===== config.mk =====
export PLATFORM = sky130hd
export DESIGN_NAME = spectrum_frame_encoder_top
export DESIGN_NICKNAME = d
export VERILOG_FILES = /design/src/rtl/sfe_pkg.sv /design/src/rtl/spectrum_frame_encoder_top.sv
export SDC_FILE = /design/constraint.sdc
export NUM_CORES = 1
export LEC_CHECK = 0
export BUFFER_PORTS_ARGS = -buffer_cell sky130_fd_sc_hd__buf_4
export CORE_UTILIZATION = 51
export DETAILED_ROUTE_END_ITERATION = 7
export HOLD_SLACK_MARGIN = 0.03
export PLACE_DENSITY = 0.74
export SYNTH_ARGS = -nofsm -noshare
export SYNTH_HDL_FRONTEND = slang
export SYNTH_SLANG_ARGS = --single-unit

===== constraint.sdc =====
create_clock -name clk -period 4.1 [get_ports clk]
set_input_delay 0.41 -clock clk [delete_from_list [all_inputs] [get_ports clk]]
set_output_delay 0.41 -clock clk [all_outputs]
set_load 0.02 [all_outputs]

===== src/rtl/sfe_pkg.sv =====
// Package for the spectrum frame encoder: frame constants, byte slot codes
// and the type of one queued bin transaction. No dependencies.
`timescale 1ns / 1ps
`default_nettype none

package sfe_pkg;

  localparam int unsigned BINS_DEFAULT = 128;
  localparam int unsigned MAG_W        = 32;
  localparam int unsigned BYTE_W       = 8;

  localparam logic [BYTE_W-1:0] SYNC_FIRST  = 8'hAA;
  localparam logic [BYTE_W-1:0] SYNC_SECOND = 8'h55;
  localparam logic [15:0]       MAG_MAX     = 16'hFFFF;

  // Byte slots of one bin transaction, in emission order.
  typedef enum logic [2:0] {
    SLOT_SYNC_A  = 3'd0,
    SLOT_SYNC_B  = 3'd1,
    SLOT_LEN_LO  = 3'd2,
    SLOT_LEN_HI  = 3'd3,
    SLOT_MAG_LO  = 3'd4,
    SLOT_MAG_HI  = 3'd5,
    SLOT_CHKSUM  = 3'd6
  } slot_t;

  typedef struct packed {
    logic [BYTE_W-1:0] mag_lo;
    logic [BYTE_W-1:0] mag_hi;
    logic [BYTE_W-1:0] chksum;
    slot_t             final_slot;
    logic              single;
  } item_t;

endpackage

`default_nettype wire


===== src/rtl/spectrum_frame_encoder_top.sv =====
// Spectrum frame encoder top level: saturates bin magnitudes and serializes
// them into sync/length/payload/checksum byte frames. Depends on sfe_pkg.
`timescale 1ns / 1ps
`default_nettype none

//  channel | handshake            | payload
//  --------+----------------------+-----------------------------------
//  input   | in_valid / in_ready  | magnitude[31:0] signed
//  output  | out_valid / out_ready| frame_byte[7:0], frame_end
//
//  One output byte per cycle unless stalled; a bin gives two bytes mid-frame,
//  six first and three last (six if BINS is 1). The output byte register sets
//  the pace. A new bin is taken in the cycle the previous bin's last byte
//  moves to the output register. Synchronous reset clears frame position,
//  checksum and both valid flags. Output stalls back up through in_ready.
module spectrum_frame_encoder_top #(
  parameter int unsigned BINS = sfe_pkg::BINS_DEFAULT
) (
  input  wire logic                        clk,
  input  wire logic                        rst,
  input  wire logic                        in_valid,
  output logic                             in_ready,
  input  wire logic [sfe_pkg::MAG_W-1:0]   magnitude,
  output logic                             out_valid,
  input  wire logic                        out_ready,
  output logic      [sfe_pkg::BYTE_W-1:0]  frame_byte,
  output logic                             frame_end
);

  import sfe_pkg::*;

  localparam int unsigned POS_W = (BINS > 1) ? $clog2(BINS) : 1;
  localparam logic [POS_W-1:0] LAST_POS = POS_W'(BINS - 1);
  localparam logic [15:0] FRAME_LEN = 16'(2 * BINS);

  logic [POS_W-1:0]  bin_position, bin_position_next;
  logic [BYTE_W-1:0] running_xor, running_xor_next;

  item_t             item, item_next;
  logic              item_valid;
  slot_t             slot, slot_next;

  logic [15:0]       mag_sat;
  logic              is_first, is_last;
  logic              accept, out_load, item_done;
  logic [BYTE_W-1:0] slot_byte;
  logic              slot_end;

  // Saturate to 0..65535
  always_comb begin
    if (magnitude[MAG_W-1]) begin
      mag_sat = '0;
    end else if (|magnitude[MAG_W-2:16]) begin
      mag_sat = MAG_MAX;
    end else begin
      mag_sat = magnitude[15:0];
    end
  end

  assign is_first = (bin_position == '0);
  assign is_last  = (bin_position >= LAST_POS);

  always_comb begin
    running_xor_next     = (is_first ? '0 : running_xor) ^ mag_sat[7:0] ^ mag_sat[15:8];
    item_next.mag_lo     = mag_sat[7:0];
    item_next.mag_hi     = mag_sat[15:8];
    item_next.chksum     = running_xor_next;
    item_next.single     = is_first && is_last;
    item_next.final_slot = (is_last && !is_first) ? SLOT_CHKSUM : SLOT_MAG_HI;
    slot_next            = is_first ? SLOT_SYNC_A : SLOT_MAG_LO;
    bin_position_next    = is_last ? '0 : bin_position + POS_W'(1);
  end

  always_comb begin
    slot_end = 1'b0;
    unique case (slot)
      SLOT_SYNC_A: slot_byte = SYNC_FIRST;
      SLOT_SYNC_B: slot_byte = SYNC_SECOND;
      SLOT_LEN_LO: slot_byte = FRAME_LEN[7:0];
      SLOT_LEN_HI: slot_byte = FRAME_LEN[15:8];
      SLOT_MAG_LO: slot_byte = item.mag_lo;
      SLOT_MAG_HI: begin
        slot_byte = item.mag_hi;
        slot_end  = item.single;
      end
      SLOT_CHKSUM: begin
        slot_byte = item.chksum;
        slot_end  = 1'b1;
      end
      default:     slot_byte = '0;
    endcase
  end

  assign out_load  = item_valid && (!out_valid || out_ready);
  assign item_done = out_load && (slot == item.final_slot);
  assign in_ready  = !item_valid || item_done;
  assign accept    = in_valid && in_ready;

  always_ff @(posedge clk) begin
    if (rst) begin
      bin_position <= '0;
      running_xor  <= '0;
      item_valid   <= 1'b0;
      out_valid    <= 1'b0;
    end else begin
      if (accept) begin
        bin_position <= bin_position_next;
        running_xor  <= is_last ? '0 : running_xor_next;
        item_valid   <= 1'b1;
      end else if (item_done) begin
        item_valid   <= 1'b0;
      end
      if (out_load) begin
        out_valid <= 1'b1;
      end else if (out_ready) begin
        out_valid <= 1'b0;
      end
    end
  end

  // Payload registers
  always_ff @(posedge clk) begin
    if (accept) begin
      item <= item_next;
      slot <= slot_next;
    end else if (out_load) begin
      slot <= slot_t'(slot + 3'd1);
    end
    if (out_load) begin
      frame_byte <= slot_byte;
      frame_end  <= slot_end;
    end
  end

endmodule

`default_nettype wire


-- After elaboration in Yosys (flattened, before gate mapping)
Cells that the tools add are included.
- add/sub/neg operators: 2
- order comparisons: 1
- eq/ne operators: 6
- muxes and demuxes: 15
- bitwise gates (word level): 2
- reduce and logical (&&, ||, !) cells: 16
- operators with widths (cell ; number):
    $pmux 8 s6 ; 1
    $mux 16 ; 2
    $mux 8 ; 2
    $xor 8x8->8 ; 2
    $reduce_or 15->1 ; 1
    $eq 3x3->1 const B ; 3
    $mux 3 ; 3
    $add 7x1->7 const B ; 1
    $ge 7x7->1 const B ; 1
    $logic_not 7->1 ; 1
    $mux 7 ; 1
    $reduce_bool 2->1 ; 3
    $logic_and 1x1->1 ; 5
    $mux 1 ; 4
    $add 3x1->3 const B ; 1
    $eq 3x1->1 const B ; 1
    $eq 3x2->1 const B ; 1
    $eq 3x3->1 ; 1
    $logic_not 1->1 ; 3
    $logic_not 3->1 ; 1
    $logic_or 1x1->1 ; 2
    $mux 2 ; 1
    $pmux 1 s2 ; 1
- register bits: 57
- bits of input ports: 36

-- Depth between registers and ports, before layout
- depth after elaboration: 7
- gate-level depth with buffers: 8
- mapped depth without buffers: 7

-- Least setup slack after synthesis
OpenSTA, ideal clock, no wires.
- path type: register to register
- start: register slot[1]
- end: register running_xor[0]
- setup time: 0.061 ns
- arrival time: 2.268 ns
- required time: 4.039 ns
- setup slack: 1.771 ns
- stages on the path, launching flop included: 6
- buffers on the path: 0
- period minus slack after synthesis: 2.329 ns
- path through: edfxtp_1 > xnor2_1 > a41oi_2 > clkinv_1 > nor2_1 > a22o_1
- word-level cells in the longest chain between the ends: 4
- RTL lines (what ; line ; RTL):
    from (decl) ; spectrum_frame_encoder_top.sv:41 ; slot_t slot, slot_next;
    from (signal assigned) ; spectrum_frame_encoder_top.sv:125 ; slot <= slot_next;
    from (signal assigned) ; spectrum_frame_encoder_top.sv:127 ; slot <= slot_t'(slot + 3'd1);
    $eq 3x3->1 ; spectrum_frame_encoder_top.sv:95 ; assign item_done = out_load && (slot == item.final_slot);
    $logic_and 1x1->1 ; spectrum_frame_encoder_top.sv:95 ;
    $logic_or 1x1->1 ; spectrum_frame_encoder_top.sv:96 ; assign in_ready = !item_valid || item_done;
    $logic_and 1x1->1 ; spectrum_frame_encoder_top.sv:97 ; assign accept = in_valid && in_ready;
    named net accept ; spectrum_frame_encoder_top.sv:45 ; logic accept, out_load, item_done;
    to (signal assigned) ; spectrum_frame_encoder_top.sv:108 ; running_xor <= is_last ? '0 : running_xor_next;
    to (decl) ; spectrum_frame_encoder_top.sv:37 ; logic [BYTE_W-1:0] running_xor, running_xor_next;
The timed path passes the listed nets, and every way through them passes these cells.
A chain may end at the register's enable or synchronous reset.

-- Worst setup path after layout
Same ends and word-level chain as after synthesis.

==> metrics.txt <==
# TYPE chip_impl_metric gauge
chip_impl_info{name="run_status",value="completed"} 1
chip_impl_metric{name="final.period_utilization",unit="%"} 63.6
chip_impl_metric{name="achievable-frequency",unit="MHz"} 383
chip_impl_metric{name="top_level_ports",unit=""} 47
chip_impl_metric{name="synth_seq_cells",unit=""} 56
chip_impl_metric{name="drc",unit=""} 0
chip_impl_metric{name="max-clock-path-buffers",unit=""} 2
chip_impl_metric{name="hold_violations",unit=""} 0
chip_impl_info{name="hold_class",value="input port to flip-flop"} 1
chip_impl_metric{name="rows",unit=""} 26
chip_impl_metric{name="netlist_area",unit="sq mm"} 0.00272
chip_impl_metric{name="n_antenna_cell",unit=""} 0
chip_impl_metric{name="drt_wl_total",unit="um"} 4920
chip_impl_info{name="crit_path_start_kind",value="flip-flop"} 1
chip_impl_info{name="setup_repair_after_global_routing_missed_its_margin",value="no"} 1
chip_impl_metric{name="cts.htree.levels",unit=""} 2
chip_impl_metric{name="start_util",unit="%"} 53.3
chip_impl_metric{name="postLayoutCoreUtil",unit="%"} 62.4
chip_impl_metric{name="layout.filler_cells",unit=""} 404
chip_impl_metric{name="die_height",unit="um"} 75.0
chip_impl_metric{name="cellLeakagePower",unit="nW"} 1.28
chip_impl_metric{name="grt_start_max_net_pins",unit=""} 22
chip_impl_metric{name="setup_total_negative_slack",unit="ns"} 0
chip_impl_metric{name="layout-drive-gt1-share",unit="%"} 26.0
chip_impl_metric{name="cts_sinks",unit=""} 56
chip_impl_metric{name="seq_area_frac_synth",unit="%"} 55.5
chip_impl_metric{name="met3_usage",unit="%"} 4.55
chip_impl_metric{name="core",unit="sq mm"} 0.00511
chip_impl_metric{name="post-place-ws",unit="ns"} 1.36
chip_impl_metric{name="synth_top_cell_area_share",unit="%"} 43.0
chip_impl_metric{name="place.detailed.hpwl",unit="um"} 3700
chip_impl_metric{name="grt_use_met1",unit="%"} 26.4
chip_impl_metric{name="final-max-slew-violation-count",unit=""} 0
chip_impl_metric{name="dpl.cell_count",unit=""} 331
chip_impl_metric{name="met2_usage",unit="%"} 32.3
chip_impl_metric{name="crit_path_max_fanout",unit=""} 14
chip_impl_metric{name="detail_route.vias_per_cell",unit=""} 5.26
chip_impl_metric{name="finish.cell_count_without_fillers",unit=""} 339
chip_impl_metric{name="tightest_slew",unit="ns"} 1.00
chip_impl_metric{name="ctsResizeCount",unit=""} 0
chip_impl_metric{name="detailroute.via_count",unit=""} 1782
chip_impl_metric{name="setup_viol",unit=""} 0
chip_impl_metric{name="remaining_overflow_grt",unit=""} 0
chip_impl_info{name="synth.largest_area_cell",value="edfxtp_1"} 1
chip_impl_metric{name="synth_cell_type_count",unit=""} 40
chip_impl_info{name="kind_of_critical_path",value="flip-flop to flip-flop"} 1
chip_impl_metric{name="gp_routability_congestion",unit=""} 0.830
chip_impl_info{name="grt.busiest_layer",value="met2"} 1
chip_impl_info{name="yosys-top-cells-area",value="edfxtp_1 43%, dfxtp_1 13%, xnor3_1 5.0%"} 1
chip_impl_metric{name="ctsHoldBuffers",unit=""} 0
chip_impl_metric{name="numPortBuffers",unit=""} 46
chip_impl_metric{name="postSynthNetCount",unit=""} 266
chip_impl_metric{name="drt_iter0_drc",unit=""} 159
chip_impl_metric{name="clk_pin_slew",unit="ns"} 0.10
chip_impl_metric{name="clkLatencyLatePin",unit="ns"} 0.31
chip_impl_metric{name="max_cap_viol_count",unit=""} 0
chip_impl_metric{name="p_per_area",unit="mW/mm^2"} 413
chip_impl_metric{name="slew-limit-headroom",unit="%"} 33.4
chip_impl_info{name="endpoint_kind",value="flip-flop"} 1
chip_impl_metric{name="final_critical_path_setup_slack",unit="ns"} 1.49
chip_impl_metric{name="via_count_of_the_first_global_routing_pass",unit=""} 1699
chip_impl_metric{name="cts_made_buffers",unit=""} 5
chip_impl_metric{name="synth_warnings",unit=""} 0
chip_impl_metric{name="drt_pre_antenna_iters",unit=""} 4
chip_impl_metric{name="fp.dieW",unit="um"} 75.0
chip_impl_metric{name="grt_first_pass_wirelength",unit="um"} 8050
chip_impl_metric{name="cp_data_arrival_time",unit="ns"} 2.86
chip_impl_info{name="cts_root_buffer",value="clkbuf_8"} 1
chip_impl_metric{name="syn-mean-instance-area",unit="sq um"} 12.2
chip_impl_metric{name="postCtsSetupBuffers",unit=""} 0
chip_impl_metric{name="die_area",unit="sq mm"} 0.00563
chip_impl_metric{name="vdd_drop_max",unit="mV"} 0.200
chip_impl_metric{name="ant_nets",unit=""} 0
chip_impl_metric{name="dpl_cell_area",unit="sq mm"} 0.00310
chip_impl_info{name="cts_tree",value="done"} 1
chip_impl_metric{name="finalInstanceArea",unit="sq mm"} 0.00319
chip_impl_metric{name="gr_util_all_layers",unit="%"} 19.6
chip_impl_metric{name="gate_count_after_technology_mapping",unit=""} 223
chip_impl_metric{name="post-route-min-period",unit="ns"} 2.61
chip_impl_metric{name="critical_path_required",unit="ns"} 4.36
chip_impl_metric{name="skew",unit="ns"} 0.0138
chip_impl_metric{name="synthToLayoutAreaGrowth",unit="%"} 17.1
chip_impl_metric{name="antenna_found_initial",unit=""} 0
chip_impl_metric{name="wl_per_cell",unit="um"} 14.5
chip_impl_metric{name="finalNetCount",unit=""} 311
==> metrics by stage <==
stage	power, mW	hold WS (ns)
3_5_place_dp	1.03	0.455
3_3_place_gp	1.02	0.457
6_report	1.32	0.325
5_1_grt	1.40	0.358
2_1_floorplan	0.925	0.442
4_1_cts	1.33	0.320
==> where the power goes <==
part	internal (mW)	leakage, nW	switching [mW]
logic	0.127	0.730	0.168
registers	0.692	0.512	0.0317
clock network	0.121	0.0404	0.178
==> cells by family (layout without fill, tap and decap cells) <==
kind of cell	Yosys count	in the layout	share of synthesized area, %
other cells	1	1	0.138
flops	56	56	55.5
buf+inv	35	81	6.16
xor+xnor	10	10	7.36
simple gates	47	47	8.92
compound gates	67	67	18.7
fa+ha+maj	7	7	3.22
==> sequential cells by signal, indices dropped and copies added, names as in the netlist <==
| name | flops |
|---|---|
| bin_position | 7 |
| frame_byte | 8 |
| frame_end | 1 |
| item | 27 |
| item_valid | 1 |
| out_valid | 1 |
| running_xor | 8 |
| slot | 3 |
==> worst max-delay path: stages (launching register included) <==
cell      delay, ns
edfxtp_1       0.47
xnor2_1        0.20
a41oi_2        0.55
clkinv_1       0.56
nor2_1         0.57
a22o_1         0.21
==> cell type report <==
type                       instances  area [sq um]  area share (%)
clock buffer                       5          68.8            2.16
timing repair buffer              48           360            11.3
tap                               70          87.6            2.75
sequential                        56          1510            47.4
multi-input combinational        132          1040            32.7
clock inverter                     3          23.8           0.746
inverter                          25          93.8            2.94
==> synthesized netlist by cell type (all sizes together) <==
master / number
edfxtp: 39
a21oi: 27
inv: 24
o21ai: 18
dfxtp: 17
nand2: 11
nor2: 11
a22o: 8
a22oi: 8
clkbuf: 8
xnor3: 8
ha: 7
nand3: 4
nor4: 4
and2: 3
nand3b: 3
nor3: 3
a41oi: 2
buf: 2
nand2b: 2
or3: 2
xnor2: 2
a211oi: 1
a21o: 1
a311oi: 1
a31oi: 1
and3: 1
and4: 1
clkinv: 1
conb: 1
nor2b: 1
or2: 1
==> metal layers <==
layer | vias up | share of wire, %
met5 | - | 0
met4 | 0 | 1.2
met3 | 8 | 4.1
met2 | 47 | 50
met1 | 833 | 44
li1 | 894 | -
==> cells in the final DEF, fill, tap and decap left out, types with 5 or more instances in the layout <==
master / netlist / layout
inv_1: 24 / 24
ha_1: 7 / 7
o21ai_0: 18 / 18
a22oi_1: 8 / 8
a21oi_1: 17 / 17
dfxtp_1: 17 / 17
a21oi_4: 8 / 8
buf_4: 0 / 48
a22o_1: 8 / 8
nand2_1: 11 / 11
xnor3_1: 6 / 6
edfxtp_1: 39 / 39
clkbuf_8: 1 / 5
nor2_1: 11 / 11
==> path summary, 6_finish.rpt <==
| kind | startpoint | end | cells past startpoint | slack (ns) |
|---|---|---|---|---|
| worst max register to register | slot[1]$_SDFFCE_PP0P_ | running_xor[0]$_SDFFE_PP0P_ | 5 | 1.49 |
| worst min register to register | running_xor[3]$_SDFFE_PP0P_ | running_xor[3]$_SDFFE_PP0P_ | 1 | 0.48 |
| worst min-delay path | in_valid | item_valid$_SDFFE_PP0P_ | 3 | 0.32 |
| worst max-delay path | slot[1]$_SDFFCE_PP0P_ | running_xor[0]$_SDFFE_PP0P_ | 5 | 1.49 |
No activity file was read; power rests on OpenSTA's default activity.
